$ cat config.mk
export PLATFORM = sky130hd
export DESIGN_NAME = seven_segment_scan_blink
export DESIGN_NICKNAME = d
export VERILOG_FILES = /design/src/ssb_pkg.sv /design/src/seven_segment_scan_blink.sv /design/src/ssb_regs.sv /design/src/ssb_scan.sv
export SDC_FILE = /design/constraint.sdc
export NUM_CORES = 1
export LEC_CHECK = 0
export ABC_AREA = 0
export ABC_CLOCK_PERIOD_IN_PS = 4900
export BUFFER_PORTS_ARGS = -buffer_cell sky130_fd_sc_hd__buf_4
export CAP_MARGIN = 25
export CORE_AREA = 2 2 170 172
export CTS_BUF_LIST = sky130_fd_sc_hd__clkbuf_4 sky130_fd_sc_hd__clkbuf_8
export CTS_CLUSTER_SIZE = 12
export DETAILED_ROUTE_END_ITERATION = 16
export DIE_AREA = 0 0 172 174
export HOLD_SLACK_MARGIN = 0.15
export PLACE_DENSITY = 0.82
export SLEW_MARGIN = 10
export SYNTH_ARGS = -nofsm -noshare
export SYNTH_HDL_FRONTEND = slang
export SYNTH_SLANG_ARGS = --single-unit
$ cat constraint.sdc
create_clock -name clk -period 4.9 [get_ports clk]
set_clock_uncertainty 0.05 [all_clocks]
set_input_delay 0.49 -clock clk [delete_from_list [all_inputs] [get_ports clk]]
set_output_delay 0.49 -clock clk [all_outputs]
set_load 0.02 [all_outputs]
$ cat src/ssb_pkg.sv
// Shared types, constants and helper functions of the display controller.
`timescale 1ns / 1ps

package ssb_pkg;

    localparam int MAX_DIGITS = 8;
    localparam int DIGIT_W    = 3;
    localparam int NUM_W      = 4;
    localparam int PERIOD_W   = 16;
    localparam int MASK_W     = 8;
    localparam int SEG_W      = 8;
    localparam int VALUES_W   = 32;
    localparam int DOT_BIT    = 7;
    localparam int ADDR_W     = 5;
    localparam int DATA_W     = 32;

    localparam logic [DIGIT_W-1:0] ALARM_DIGIT = 3'd3;

    // Item modes
    localparam logic [1:0] MODE_WRITE   = 2'd0;
    localparam logic [1:0] MODE_TOGGLE  = 2'd1;
    localparam logic [1:0] MODE_REFRESH = 2'd2;

    // Register word indexes
    localparam logic [2:0] REG_DIGITS       = 3'd0;
    localparam logic [2:0] REG_DIGIT_PERIOD = 3'd1;
    localparam logic [2:0] REG_DIGIT_MASK   = 3'd2;
    localparam logic [2:0] REG_DOT_PERIOD   = 3'd3;
    localparam logic [2:0] REG_DOT_MASK     = 3'd4;
    localparam logic [2:0] REG_ALARM        = 3'd5;

    typedef struct packed {
        logic [NUM_W-1:0]    digits_in_use;
        logic [PERIOD_W-1:0] digit_blink_period;
        logic [MASK_W-1:0]   digit_blink_mask;
        logic [PERIOD_W-1:0] dot_blink_period;
        logic [MASK_W-1:0]   dot_blink_mask;
        logic                alarm_dot;
    } cfg_t;

    // One-cycle side effects of register writes, seen in the same cycle as the new value lands
    typedef struct packed {
        logic restart;
        logic digit_cnt_clr;
        logic dot_cnt_clr;
    } cfg_evt_t;

    typedef struct packed {
        logic [1:0]          mode;
        logic [VALUES_W-1:0] digit_values;
        logic [NUM_W-1:0]    value_count;
        logic [DIGIT_W-1:0]  position;
    } item_t;

    typedef struct packed {
        logic [SEG_W-1:0]   segments;
        logic [DIGIT_W-1:0] digit_select;
    } result_t;

    // BCD digit to segment image, A at bit 0; non-decimal codes show blank
    function automatic logic [SEG_W-1:0] seg_image(input logic [3:0] nib);
        logic [SEG_W-1:0] img;
        case (nib)
            4'd0:    img = 8'h3F;
            4'd1:    img = 8'h06;
            4'd2:    img = 8'h5B;
            4'd3:    img = 8'h4F;
            4'd4:    img = 8'h66;
            4'd5:    img = 8'h6D;
            4'd6:    img = 8'h7D;
            4'd7:    img = 8'h07;
            4'd8:    img = 8'h7F;
            4'd9:    img = 8'h6F;
            default: img = 8'h00;
        endcase
        return img;
    endfunction

    // Clamp the digit count into 1..MAX_DIGITS
    function automatic logic [NUM_W-1:0] eff_digits(input logic [NUM_W-1:0] d);
        logic [NUM_W-1:0] n;
        if (d == '0)
            n = NUM_W'(1);
        else if (d > NUM_W'(MAX_DIGITS))
            n = NUM_W'(MAX_DIGITS);
        else
            n = d;
        return n;
    endfunction

endpackage

$ cat src/seven_segment_scan_blink.sv
// Top level of the multiplexed seven-segment display controller.
`timescale 1ns / 1ps

// Multiplexed seven-segment controller with digit and dot blinking. Each
// input beat is a write (fill the segment memory from packed BCD), a dot
// toggle, or a refresh tick; only a refresh tick yields an output beat,
// carrying the segment image and index of the next scanned digit. Mode 3
// beats are dropped without effect. One beat is accepted every clock while
// in_stall is low: a beat lands in the input register, is applied against
// the scan state once go is high, and a refresh result is loaded into the
// output register at the end of that cycle. in_stall rises only when a
// refresh beat is waiting and the output register is full and stalled;
// writes and toggles pass through regardless. Reset sets the registers to
// eight digits with all blinking off and clears the segment memory at
// once, with no clearing pass. Program the registers only while no beat is
// in flight; the side effects of a register write (memory clear, counter
// clear) are registered alongside the new value and then applied to the
// scan state.
module seven_segment_scan_blink (
    input  logic                         clk,
    input  logic                         rst_n,

    input  logic                         psel,
    input  logic                         penable,
    input  logic                         pwrite,
    input  logic [ssb_pkg::ADDR_W-1:0]   paddr,
    input  logic [ssb_pkg::DATA_W-1:0]   pwdata,
    output logic [ssb_pkg::DATA_W-1:0]   prdata,
    output logic                         pready,

    input  logic                         in_valid,
    output logic                         in_stall,
    input  logic [1:0]                   mode,
    input  logic [ssb_pkg::VALUES_W-1:0] digit_values,
    input  logic [ssb_pkg::NUM_W-1:0]    value_count,
    input  logic [ssb_pkg::DIGIT_W-1:0]  position,

    output logic                         out_valid,
    input  logic                         out_stall,
    output logic [ssb_pkg::SEG_W-1:0]    segments,
    output logic [ssb_pkg::DIGIT_W-1:0]  digit_select
);

    ssb_pkg::cfg_t     cfg;
    ssb_pkg::cfg_evt_t cfg_evt;

    // Input register stage
    logic              s1_valid_reg, s1_valid_next;
    ssb_pkg::item_t    s1_item_reg;

    // Output register stage
    logic              out_valid_reg, out_valid_next;
    ssb_pkg::result_t  out_res_reg;

    ssb_pkg::result_t  res;
    logic              res_valid;
    logic              out_block;
    logic              go;
    logic              in_acc;

    ssb_regs u_regs (
        .clk     (clk),
        .rst_n   (rst_n),
        .psel    (psel),
        .penable (penable),
        .pwrite  (pwrite),
        .paddr   (paddr),
        .pwdata  (pwdata),
        .prdata  (prdata),
        .pready  (pready),
        .cfg     (cfg),
        .cfg_evt (cfg_evt)
    );

    ssb_scan u_scan (
        .clk       (clk),
        .rst_n     (rst_n),
        .cfg       (cfg),
        .cfg_evt   (cfg_evt),
        .go        (go),
        .item      (s1_item_reg),
        .res_valid (res_valid),
        .res       (res)
    );

    // Hold a refresh beat only while the output register cannot take it
    assign out_block = out_valid_reg & out_stall;
    assign go        = s1_valid_reg & ~(res_valid & out_block);
    assign in_stall  = s1_valid_reg & ~go;
    assign in_acc    = in_valid & ~in_stall;

    assign s1_valid_next  = in_stall ? 1'b1 : in_valid;
    assign out_valid_next = (go & res_valid) ? 1'b1 : (out_stall ? out_valid_reg : 1'b0);

    always_ff @(posedge clk or negedge rst_n)
    begin
        if (!rst_n)
        begin
            s1_valid_reg  <= 1'b0;
            out_valid_reg <= 1'b0;
        end
        else
        begin
            s1_valid_reg  <= s1_valid_next;
            out_valid_reg <= out_valid_next;
        end
    end

    always_ff @(posedge clk)
    begin
        if (in_acc)
            s1_item_reg <= {mode, digit_values, value_count, position};
        if (go & res_valid)
            out_res_reg <= res;
    end

    assign out_valid    = out_valid_reg;
    assign segments     = out_res_reg.segments;
    assign digit_select = out_res_reg.digit_select;

endmodule

$ cat src/ssb_regs.sv
// Register file behind the APB-style configuration port.
`timescale 1ns / 1ps

module ssb_regs (
    input  logic                       clk,
    input  logic                       rst_n,
    input  logic                       psel,
    input  logic                       penable,
    input  logic                       pwrite,
    input  logic [ssb_pkg::ADDR_W-1:0] paddr,
    input  logic [ssb_pkg::DATA_W-1:0] pwdata,
    output logic [ssb_pkg::DATA_W-1:0] prdata,
    output logic                       pready,
    output ssb_pkg::cfg_t              cfg,
    output ssb_pkg::cfg_evt_t          cfg_evt
);

    ssb_pkg::cfg_t     cfg_reg, cfg_next;
    ssb_pkg::cfg_evt_t evt_reg, evt_next;
    logic              wr_en;
    logic [2:0]        idx;

    assign wr_en  = psel & penable & pwrite;
    assign idx    = paddr[ssb_pkg::ADDR_W-1:2];
    assign pready = 1'b1;

    always_comb
    begin
        cfg_next = cfg_reg;
        evt_next = '0;
        if (wr_en)
        begin
            unique case (idx)
                ssb_pkg::REG_DIGITS:
                begin
                    cfg_next.digits_in_use = pwdata[ssb_pkg::NUM_W-1:0];
                    evt_next.restart       = 1'b1;
                end
                ssb_pkg::REG_DIGIT_PERIOD:
                begin
                    cfg_next.digit_blink_period = pwdata[ssb_pkg::PERIOD_W-1:0];
                    evt_next.digit_cnt_clr      = 1'b1;
                end
                ssb_pkg::REG_DIGIT_MASK:
                    cfg_next.digit_blink_mask = pwdata[ssb_pkg::MASK_W-1:0];
                ssb_pkg::REG_DOT_PERIOD:
                begin
                    cfg_next.dot_blink_period = pwdata[ssb_pkg::PERIOD_W-1:0];
                    evt_next.dot_cnt_clr      = 1'b1;
                end
                ssb_pkg::REG_DOT_MASK:
                    cfg_next.dot_blink_mask = pwdata[ssb_pkg::MASK_W-1:0];
                ssb_pkg::REG_ALARM:
                    cfg_next.alarm_dot = pwdata[0];
                default:
                    cfg_next = cfg_reg;
            endcase
        end
    end

    always_comb
    begin
        unique case (idx)
            ssb_pkg::REG_DIGITS:
                prdata = ssb_pkg::DATA_W'(cfg_reg.digits_in_use);
            ssb_pkg::REG_DIGIT_PERIOD:
                prdata = ssb_pkg::DATA_W'(cfg_reg.digit_blink_period);
            ssb_pkg::REG_DIGIT_MASK:
                prdata = ssb_pkg::DATA_W'(cfg_reg.digit_blink_mask);
            ssb_pkg::REG_DOT_PERIOD:
                prdata = ssb_pkg::DATA_W'(cfg_reg.dot_blink_period);
            ssb_pkg::REG_DOT_MASK:
                prdata = ssb_pkg::DATA_W'(cfg_reg.dot_blink_mask);
            ssb_pkg::REG_ALARM:
                prdata = ssb_pkg::DATA_W'(cfg_reg.alarm_dot);
            default:
                prdata = '0;
        endcase
    end

    always_ff @(posedge clk or negedge rst_n)
    begin
        if (!rst_n)
        begin
            cfg_reg <= '{digits_in_use: ssb_pkg::NUM_W'(ssb_pkg::MAX_DIGITS), default: '0};
            evt_reg <= '0;
        end
        else
        begin
            cfg_reg <= cfg_next;
            evt_reg <= evt_next;
        end
    end

    assign cfg     = cfg_reg;
    assign cfg_evt = evt_reg;

endmodule

$ cat src/ssb_scan.sv
// Segment memory, scan position, blink counters and result formation.
`timescale 1ns / 1ps

module ssb_scan (
    input  logic              clk,
    input  logic              rst_n,
    input  ssb_pkg::cfg_t     cfg,
    input  ssb_pkg::cfg_evt_t cfg_evt,
    input  logic              go,
    input  ssb_pkg::item_t    item,
    output logic              res_valid,
    output ssb_pkg::result_t  res
);

    logic [ssb_pkg::SEG_W-1:0]    mem_reg  [ssb_pkg::MAX_DIGITS];
    logic [ssb_pkg::SEG_W-1:0]    mem_next [ssb_pkg::MAX_DIGITS];
    logic [ssb_pkg::DIGIT_W-1:0]  active_reg, active_next;
    logic [ssb_pkg::PERIOD_W-1:0] digit_cnt_reg, digit_cnt_next;
    logic [ssb_pkg::PERIOD_W-1:0] dot_cnt_reg, dot_cnt_next;

    logic [ssb_pkg::NUM_W-1:0]    n_digits;
    logic [ssb_pkg::NUM_W-1:0]    active_inc;
    logic [ssb_pkg::DIGIT_W-1:0]  active_adv;
    logic [ssb_pkg::NUM_W-1:0]    vc_clamp;
    logic [ssb_pkg::NUM_W-1:0]    wr_limit;
    logic [ssb_pkg::PERIOD_W-1:0] digit_cnt_inc, digit_cnt_adv;
    logic [ssb_pkg::PERIOD_W-1:0] dot_cnt_inc, dot_cnt_adv;
    logic                         digit_on, dot_on, at_first;
    logic                         digit_blank, dot_hit, dot_late, alarm_flip;
    logic [ssb_pkg::SEG_W-1:0]    seg_raw, seg_a;
    logic                         dot_val;

    assign n_digits   = ssb_pkg::eff_digits(cfg.digits_in_use);
    assign active_inc = {1'b0, active_reg} + ssb_pkg::NUM_W'(1);
    assign active_adv = (active_inc == n_digits) ? '0 : active_inc[ssb_pkg::DIGIT_W-1:0];
    assign at_first   = (active_adv == '0);

    // Counters stay below their period, so wrap is a compare against period
    assign digit_on      = (cfg.digit_blink_period != '0);
    assign digit_cnt_inc = (digit_cnt_reg + 16'd1 == cfg.digit_blink_period) ? '0
                                                                           : digit_cnt_reg + 16'd1;
    assign digit_cnt_adv = (digit_on && at_first) ? digit_cnt_inc : digit_cnt_reg;

    assign dot_on      = (cfg.dot_blink_period != '0);
    assign dot_cnt_inc = (dot_cnt_reg + 16'd1 == cfg.dot_blink_period) ? '0
                                                                     : dot_cnt_reg + 16'd1;
    assign dot_cnt_adv = (dot_on && at_first) ? dot_cnt_inc : dot_cnt_reg;

    assign digit_blank = digit_on && cfg.digit_blink_mask[active_adv] &&
                         (digit_cnt_adv > (cfg.digit_blink_period >> 1));
    assign dot_hit     = dot_on && cfg.dot_blink_mask[active_adv];
    assign dot_late    = dot_cnt_adv > (cfg.dot_blink_period >> 1);
    assign alarm_flip  = dot_on && cfg.alarm_dot && (active_adv == ssb_pkg::ALARM_DIGIT);

    assign seg_raw = mem_reg[active_adv];
    assign seg_a   = digit_blank ? '0 : seg_raw;

    always_comb
    begin
        if (dot_hit)
            dot_val = dot_late ? 1'b0 : ~seg_a[ssb_pkg::DOT_BIT];
        else
            dot_val = seg_a[ssb_pkg::DOT_BIT];
    end

    assign res.segments     = {dot_val ^ alarm_flip, seg_a[ssb_pkg::DOT_BIT-1:0]};
    assign res.digit_select = active_adv;
    assign res_valid        = (item.mode == ssb_pkg::MODE_REFRESH);

    // Nibbles written: min(value_count, nibble count, digits in use)
    assign vc_clamp = (item.value_count > ssb_pkg::NUM_W'(ssb_pkg::MAX_DIGITS))
                      ? ssb_pkg::NUM_W'(ssb_pkg::MAX_DIGITS) : item.value_count;
    assign wr_limit = (vc_clamp < n_digits) ? vc_clamp : n_digits;

    always_comb
    begin
        mem_next       = mem_reg;
        active_next    = active_reg;
        digit_cnt_next = digit_cnt_reg;
        dot_cnt_next   = dot_cnt_reg;
        if (cfg_evt.restart || cfg_evt.digit_cnt_clr || cfg_evt.dot_cnt_clr)
        begin
            if (cfg_evt.restart)
            begin
                for (int i = 0; i < ssb_pkg::MAX_DIGITS; i++)
                    mem_next[i] = '0;
                active_next = ssb_pkg::DIGIT_W'(n_digits - ssb_pkg::NUM_W'(1));
            end
            if (cfg_evt.digit_cnt_clr)
                digit_cnt_next = '0;
            if (cfg_evt.dot_cnt_clr)
                dot_cnt_next = '0;
        end
        else if (go)
        begin
            unique case (item.mode)
                ssb_pkg::MODE_WRITE:
                begin
                    for (int i = 0; i < ssb_pkg::MAX_DIGITS; i++)
                        mem_next[i] = (ssb_pkg::NUM_W'(i) < wr_limit)
                                      ? ssb_pkg::seg_image(item.digit_values[4*i +: 4]) : '0;
                end
                ssb_pkg::MODE_TOGGLE:
                    mem_next[item.position][ssb_pkg::DOT_BIT] =
                        ~mem_reg[item.position][ssb_pkg::DOT_BIT];
                ssb_pkg::MODE_REFRESH:
                begin
                    active_next    = active_adv;
                    digit_cnt_next = digit_cnt_adv;
                    dot_cnt_next   = dot_cnt_adv;
                end
                default:
                    active_next = active_reg;
            endcase
        end
    end

    always_ff @(posedge clk or negedge rst_n)
    begin
        if (!rst_n)
        begin
            for (int i = 0; i < ssb_pkg::MAX_DIGITS; i++)
                mem_reg[i] <= '0;
            active_reg    <= ssb_pkg::DIGIT_W'(ssb_pkg::MAX_DIGITS - 1);
            digit_cnt_reg <= '0;
            dot_cnt_reg   <= '0;
        end
        else
        begin
            mem_reg       <= mem_next;
            active_reg    <= active_next;
            digit_cnt_reg <= digit_cnt_next;
            dot_cnt_reg   <= dot_cnt_next;
        end
    end

endmodule

**Word level (Yosys, flattened, before mapping)**

Memories as Yosys holds them, arrays and structs flattened. A register that Yosys moved wholly into a read port is not among the register bits.
Cells that the tools add are included.
Widths: inputs -> output; s select.

- Add/sub/neg operators: 4
- Magnitude comparators: 17
- Eq/ne operators: 15
- Mux-type cells: 65
- Bitwise logic cells: 16
- Reductions and logical operators: 29

Operator list:

| kind | count |
|---|---|
| $mux 16 | 12 |
| $mux 64 | 3 |
| $pmux 64 s2 | 1 |
| $mux 8 | 14 |
| $pmux 16 s6 | 1 |
| $bwmux 64 | 1 |
| $bmux 8 s3 | 2 |
| $mux 4 | 12 |
| $add 16x1->16 const B | 2 |
| $eq 16x16->1 | 2 |
| $gt 16x15->1 | 2 |
| $reduce_bool 16->1 | 2 |
| $demux 8 s3 | 1 |
| $mux 3 | 6 |
| $lt 3x4->1 const A | 4 |
| $reduce_and 2->1 | 6 |
| $reduce_and 3->1 | 4 |
| $mux 1 | 10 |
| $eq 3x2->1 const B | 3 |
| $and 1x1->1 | 8 |
| $ge 4x4->1 const B | 2 |
| $gt 4x4->1 const B | 2 |
| $logic_and 1x1->1 | 8 |
| $lt 1x4->1 const A | 2 |
| other kinds (23) | 36 |

- Register bits after elaboration: 209
- Memory bits (read-only): 896
- Memories: 8

Memories:

| memory | words | bits a word | read ports | clocked after Yosys merged registers in | wr ports | RTL line | text |
|---|---|---|---|---|---|---|---|
| (no name shown) | 16 | 7 | 1 | 1 | 0 | ssb_pkg.sv:63 | `case (nib)` |
| (no name shown) | 16 | 7 | 1 | 1 | 0 | ssb_pkg.sv:63 |  |
| (no name shown) | 16 | 7 | 1 | 1 | 0 | ssb_pkg.sv:63 |  |
| (no name shown) | 16 | 7 | 1 | 1 | 0 | ssb_pkg.sv:63 |  |
| (no name shown) | 16 | 7 | 1 | 1 | 0 | ssb_pkg.sv:63 |  |
| (no name shown) | 16 | 7 | 1 | 1 | 0 | ssb_pkg.sv:63 |  |
| 2 more memories | - | - | - | - | - | - |  |

**Depth between registers and ports, before layout**

Gate-level depths: netlist of run 1.

- Word-level depth: 15
- Gate-level depth with buffers: 24
- Mapped depth without buffers: 21

**Hierarchy**

Synthesis of run 1 repeated with hierarchy kept, for this count alone.

- Cells, all modules: 1362
- Area, all modules: 13344.0 um^2

By module, submodules not included:

| module | instances | cells each | area each (um^2) | sequential area each (um^2) |
|---|---|---|---|---|
| ssb_scan | 1 | 1094 | 8957.3 | 2481.1 |
| ssb_regs | 1 | 204 | 2720.1 | 1402.6 |
| seven_segment_scan_blink | 1 | 64 | 1666.6 | 1611.5 |

**Worst setup path before layout of run 1**

Ideal clock, no wire load.

- Path type: reg2reg
- From: register u_scan.active_reg[0] (netlist bit)
- To: register out_res_reg, in the netlist segments[7] (data pin)
- Library setup time: 262 ps
- Arrival time: 4605 ps
- Required time: 4588 ps
- Setup slack: -17 ps
- Cell stages (with the launch flop): 23
- Clock period less this slack: 4917 ps
- Cells stage by stage: dfstp_2 -> ha_1 -> and2_1 -> a211oi_1 -> o31a_1 -> o31ai_4 -> inv_2 -> nor3_1 -> clkbuf_1 -> nand2_1 -> o21ai_0 -> ha_1 -> nor2b_1 -> o21a_1 -> o21ai_0 -> a21oi_1 -> o31ai_1 -> a32oi_1 -> or3b_1 -> buf_4 -> a21oi_2 -> mux2i_1 -> xnor2_1

RTL lines:

| item | RTL line | text |
|---|---|---|
| start, declared | ssb_scan.sv:17 | `logic [ssb_pkg::DIGIT_W-1:0] active_reg, active_next;` |
| start signal, assigned | ssb_scan.sv:124 | `active_reg <= ssb_pkg::DIGIT_W'(ssb_pkg::MAX_DIGITS - 1);` |
| start signal, assigned | ssb_scan.sv:131 | `active_reg <= active_next;` |
| end signal, assigned | seven_segment_scan_blink.sv:114 | `out_res_reg <= res;` |
| end, declared | seven_segment_scan_blink.sv:53 | `ssb_pkg::result_t out_res_reg;` |

==> results of run 1 <==
## worst reg2reg max path: cells and delay by family, from the launching register on
kind | cells | cell delay (ns)
AO/OA/AOI/OAI | 8 | 0.99
flip-flops | 1 | 0.39
buffers and inverters | 1 | 0.14
XOR/XNOR | 1 | 0.11
AND/OR/NAND/NOR | 8 | 2.09
adder cells (fa/ha/maj) | 2 | 0.48
multiplexers | 2 | 0.46
## per-stage QoR
step | util | instance area (um2) | setup slack [ns] | instances
CTS | 0.646 | 18200 | 0.00344 | 2194
detailed placement | 0.587 | 16600 | -0.245 | 2054
global route | 0.656 | 18500 | -0.246 | 2208
global placement | 0.587 | 16600 | -0.123 | 2053
finish | 0.656 | 18500 | -0.0570 | 2208
floorplan | - | 15200 | 0.0152 | 1595
## what timing repair did
action | CTS | global route
setup endpoints to repair | 8 | 8
cloned | 0 | 1
pin swaps | 8 | 22
setup buffers | 1 | 11
gates resized for setup | 24 | 42
endpoints found under the hold margin | 126 | 0
hold buffers | 57 | 0
## logic make-up after synthesis
group | after synthesis | share of synthesized area
AOI/OAI and AO/OA | 435 | 0.192
xor gates and xnor gates | 49 | 0.0283
muxes | 105 | 0.0712
and+or+nand+nor | 472 | 0.153
DFF | 265 | 0.436
other | 2 | 0.000495
adders and majority gates | 85 | 0.0701
buffers and inverters | 167 | 0.0485
## path summary, 6_finish.rpt
path | to | slack, ns | from | cells past startpoint
max | segments[7] | -0.06 | u_scan.digit_cnt_reg[0] | 22
min | u_regs.cfg[50] | 0.18 | pwdata[1] | 3
max reg2reg | segments[7] | -0.06 | u_scan.digit_cnt_reg[0] | 22
min reg2reg | u_scan.mem_reg[30] | 0.40 | flop | 1
max in group asynchronous | u_regs.cfg[36] | 3.23 | rst_n | 3
min in group asynchronous | u_scan.dot_cnt_reg[10] | 0.37 | rst_n | 2
## layout make-up
class,instances,area (um2)
clock inverters,8,105
inverters,63,240
fillers,2119,9700
repair buffers,250,2040
multi-input cells,1164,8160
flip-flops and latches,265,6620
well taps,384,480
clock buffers,74,887
## report_power, final
group,internal (mW),switching (mW),total (mW)
logic,1.22,1.87,3.09
clock network,1.25,0.926,2.18
registers,2.61,0.295,2.90
total,5.08,3.10,8.17
## placed cells by master (no fill, tap or decap), types with 22 or more instances in the layout
| cell | netlist | final |
|---|---|---|
| ha_1 | 85 | 83 |
| mux2i_1 | 82 | 82 |
| nor2b_1 | 23 | 23 |
| edfxtp_1 | 52 | 52 |
| o21ai_0 | 140 | 128 |
| a21oi_1 | 51 | 46 |
| buf_4 | 23 | 186 |
| a22o_1 | 87 | 87 |
| dlygate4sd3_1 | 0 | 57 |
| dfxtp_1 | 56 | 56 |
| clkbuf_8 | 0 | 53 |
| xnor2_1 | 33 | 32 |
| nand3_1 | 56 | 54 |
| inv_1 | 60 | 60 |
| nand2_1 | 204 | 204 |
| mux2_2 | 23 | 22 |
| o22ai_1 | 28 | 28 |
| dfrtp_1 | 153 | 153 |
| nor2_1 | 57 | 56 |
## layer usage
layer / wire length [um] / GRT usage
met1: 17300 / 0.366
met2: 20600 / 0.461
met3: 3400 / 0.0462
met4: 1840 / 0.122
met5: 0 / 0
==> results.yml, run 1 <==
cells_and_area:
  areaGrowthSynthToFinish_pct: 22.2
  post_route_cells_drive_above_1_share: 0.204
  final_nets: 1959
  antenna-diode-count: 0
detailed_routing:
  drc_errors: 0
  detailedRoute.firstPassIterationCount: 6
  finalWirelength_mm: 43.2
  detail_route.wl_per_cell_um: 19.5
  antenna_violating_nets_post_route: 0
  vias_per_cell: 6.11
  vias: 13500
  drt_iter0_drc: 1470
power:
  ir_drop_uv: 315
  p_leak_nw: 8.32
  total_power_mw: 8.17
  power_density_nw_per_um2: 441
timing:
  hold_viol_final: 0
  fmax_mhz: 202
  hold_slack_ns: 0.183
  min_period_over_period: 1.01
  grt_setup_unrepaired: "true"
  maxSlewHeadroom: 0.342
  tns_ns: -0.0570
  final-setup-viol-count: 1
  fin_ws_ns: -0.0570
  tightest_slew_ns: 0.960
  timing_max_transition_violations_final: 0
  fin_crit_ns: 4.96
worst_setup_path:
  cp_common_cell: "a21oi_2"
  critical-path-slowest-cell: "or3b_4"
  crit_chain: "ha_4, nand4_4, or3_4, mux2_4, or3b_4, or4_4, nor3_2, buf_4, a21oi_2, o21ai_1, o31ai_2, ha_1, a21oi_2, nor2b_1, o21ai_1, nand2_1, o2111ai_2, a32oi_2, or3b_4, a21oi_2, mux2i_1, xnor2_1"
  critical_path.startpoint_type: "flop"
  path_class: "flop to flop"
  timing.critical_path.arrival_ns: 5.24
  crit_family: "simple AND/OR/NAND/NOR gates"
  critical_path_buf_inv_count: 1
  cp-end-kind: "flop"
  worst-path-max-fanout: 2
  worst-endpoint-required_ns: 5.18
  cpPeakStageDelay_ns: 0.45
clock_network:
  cts_tree: "done"
  cts_htree_levels: 2
  clk-insertion-delay-late_ns: 0.59
  clock_sink_count: 265
  clkSlewWorstSetupHoldPaths_ns: 0.06
  cts_made_buffers: 45
  cts-root-to-sink-buffers: 3
  cts_root_buf: "clkbuf_8"
synth:
  postSynthAreaPerCell_um2: 9.60
  synth.top_cell.area_share: 0.252
  synth-async-reset-ratio: 0.592
  synth_warnings: 0
  post_synth_instance_area_um2: 15200
  synth_commonest_cells: "204 x nand2_1, 153 x dfrtp_1, 140 x o21ai_0"
  post-synth-top-area-cell: "dfrtp_1"
  synthFlopType: "dfrtp_1"
  top_cells_by_area_in_the_synthesized_netlist: "dfrtp_1 25%, edfxtp_1 10%, dfxtp_1 7.4%"
  postSynthRegisterBits: 265
  ys_types: 81
  share_of_the_yosys_chip_area_belonging_to_registers: 0.436
  post-synth-top-count-cell: "nand2_1"
  synth-edff-count: 52
  netlist_instances: 1580
grt:
  grt_pass1_wl_mm: 67.4
  number_of_global_route_vias_before_repair: 13000
  largest_net_degree_at_the_start_of_global_routing: 59
  grt_use_total: 0.281
  grt-ovfl-total: 0
  grt_antenna_before_repair: 0
run_status:
  status: "finished, violations left"
  failed_checks: "setup timing"
floorplanning:
  initial_core_util: 0.537
  design.die.area_um2: 29900
  ios: 131
  floorplan.rows: 62
  chipHeight_um: 174
  core-area_um2: 28200
  floorplan.die.width_um: 172
placement:
  placement.io_buffers: 95
  hpwl_mm: 29.1
  gp_congestion: 0.961
run:
  timing.max_cap.violations: 0
worst_hold_path:
  min_path_type: "input port to flop"
No activity file was read; power rests on OpenSTA's default activity.
==> run 2: changes to the inputs <==
--- a/config.mk
+++ b/config.mk
@@ -15,7 +15,8 @@
 export DETAILED_ROUTE_END_ITERATION = 16
 export DIE_AREA = 0 0 172 174
 export HOLD_SLACK_MARGIN = 0.15
-export PLACE_DENSITY = 0.82
+export PLACE_DENSITY = 0.85
+export REMOVE_ABC_BUFFERS = 1
 export SLEW_MARGIN = 10
 export SYNTH_ARGS = -nofsm -noshare
 export SYNTH_HDL_FRONTEND = slang
==> results.yml, run 2 (synthesized netlist as in run 1, its figures left out) <==
placement:
  post_place_worst_slack_ns: -0.191
  gp_congestion: 0.918
  post_place_cells: 2087
  placement.io_buffers: 95
  hpwl_mm: 29.2
clock_network:
  cts-root-to-sink-buffers: 3
  cts_made_buffers: 44
  cts_htree_levels: 2
  clock_sink_count: 265
  cts_root_buf: "clkbuf_8"
  clkSlewWorstSetupHoldPaths_ns: 0.07
  clk-insertion-delay-late_ns: 0.58
  cts_tree: "done"
power:
  ir_drop_uv: 316
  power_density_nw_per_um2: 432
  p_leak_nw: 8.42
detailed_routing:
  vias: 13600
  detail_route.wl_per_cell_um: 19.3
  antenna_violating_nets_post_route: 0
  vias_per_cell: 6.08
  finalWirelength_mm: 43.0
  drt_iter0_drc: 1482
  drc_errors: 0
  detailedRoute.firstPassIterationCount: 6
run_status:
  failed_checks: "setup timing"
  status: "finished, violations left"
timing:
  grt_setup_unrepaired: "true"
  hold_slack_ns: 0.224
  maxSlewHeadroom: 0.357
  min_period_over_period: 1.01
  tns_ns: -0.0293
  tightest_slew_ns: 0.937
  hold_viol_final: 0
  fin_crit_ns: 4.93
  fin_ws_ns: -0.0293
  timing_max_transition_violations_final: 0
  fmax_mhz: 203
  final-setup-viol-count: 1
grt:
  number_of_global_route_vias_before_repair: 13400
  grt_use_total: 0.283
  grt-ovfl-total: 0
  grt_pass1_wl_mm: 67.9
  largest_net_degree_at_the_start_of_global_routing: 111
  grt_antenna_before_repair: 0
cells_and_area:
  areaGrowthSynthToFinish_pct: 23.2
  layout_common_cells: "216 x buf_4, 204 x nand2_1, 153 x dfrtp_1, 128 x o21ai_0, 87 x a22o_1"
  mostFrequentLayoutCell: "buf_4"
  layoutNonFillerInstCount: 2231
  final_nets: 1986
  utilization: 0.662
  post_route_cells_drive_above_1_share: 0.212
  antenna-diode-count: 0
floorplanning:
  initial_core_util: 0.537
  floorplan.rows: 62
  core-area_um2: 28200
  design.die.area_um2: 29900
  ios: 131
  floorplan.die.width_um: 172
  chipHeight_um: 174
worst_setup_path:
  critical-path-slowest-cell: "or4_4"
  worst-path-max-fanout: 2
  timing.critical_path.arrival_ns: 5.20
  cp-end-kind: "flop"
  worst-endpoint-required_ns: 5.17
  path_class: "flop to flop"
  cpPeakStageDelay_ns: 0.50
  crit_chain: "ha_4, nand4_4, or3_4, mux2_4, or3b_4, or4_4, nor3_4, a21oi_1, o21ai_1, o31ai_2, ha_1, a21oi_2, nor2b_1, o21ai_1, nand2_1, o2111ai_2, a32oi_2, or3b_4, a21oi_2, mux2i_1, xnor2_1"
  critical_path.startpoint_type: "flop"
run:
  timing.max_cap.violations: 0
worst_hold_path:
  min_path_type: "input port to flop"
==> run 2: cell count changes in the layout (fill, tap and decap cells not counted), moves of 2 or more <==
cell           previous run  this run
a21oi_1                  46        50
o21ai_2                   2         0
nor3_4                    1         3
o21ai_1                  14        16
clkinv_2                  4        12
a21oi_2                   6         2
clkbuf_4                 21         9
buf_6                     5         2
nor3_1                   17        15
buf_4                   186       216
nor2_1                   56        54
clkbuf_8                 53        50
dlygate4sd3_1            57        59
==> run 2: layer usage <==
metal	global-route usage	wire length (um)
met4	0.124	1780
met5	0	0
met3	0.0517	3320
met1	0.352	16900
met2	0.480	21000
==> run 2: power breakdown <==
| group | internal, mW | leakage, nW | total (mW) | switching (mW) |
|---|---|---|---|---|
| combinational | 1.25 | 4.92 | 3.13 | 1.88 |
| sequential | 2.61 | 3.01 | 2.88 | 0.278 |
| clock | 1.12 | 0.494 | 2.06 | 0.940 |
==> run 2: final cells by class <==
type | count | area, um2
fillers | 2097 | 9560
multi-input cells | 1163 | 8150
flip-flops and latches | 265 | 6620
repair buffers | 279 | 2280
clock buffers | 59 | 756
well taps | 384 | 480
inverters | 63 | 236
clock inverters | 18 | 161
==> run 2: worst max-delay path: cells and delay by family (launching register included) <==
kind	cells	cell delay, ns
fa+ha+maj	2	0.48
flops	1	0.40
xor+xnor	1	0.09
compound gates	8	1.04
mux	2	0.46
simple gates	8	2.15
==> run 2: final timing paths <==
check,start,endpoint,slack [ns],depth (start not counted)
min reg2reg,flop,u_scan.mem_reg[25],0.39,1
min in group asynchronous,rst_n,u_scan.digit_cnt_reg[12],0.28,2
max reg2reg,u_scan.digit_cnt_reg[1],segments[7],-0.03,21
min,out_stall,out_valid,0.22,3
max,u_scan.digit_cnt_reg[1],segments[7],-0.03,21
max in group asynchronous,rst_n,u_scan.mem_reg[34],3.15,4
==> run 2: repair_timing <==
item	4_1_cts	5_1_grt
setup buffers	2	5
hold endpoints to repair	179	0
hold buffers	59	0
pin swaps	10	22
setup endpoints to repair	8	8
resized for setup	25	38
==> run 2: per-stage QoR <==
stage	power, mW	instance area [um2]
floorplan	4.60	14700
global placement	5.63	16800
detailed placement	5.75	16800
CTS	7.90	18400
global route	8.46	18700
finish	8.07	18700
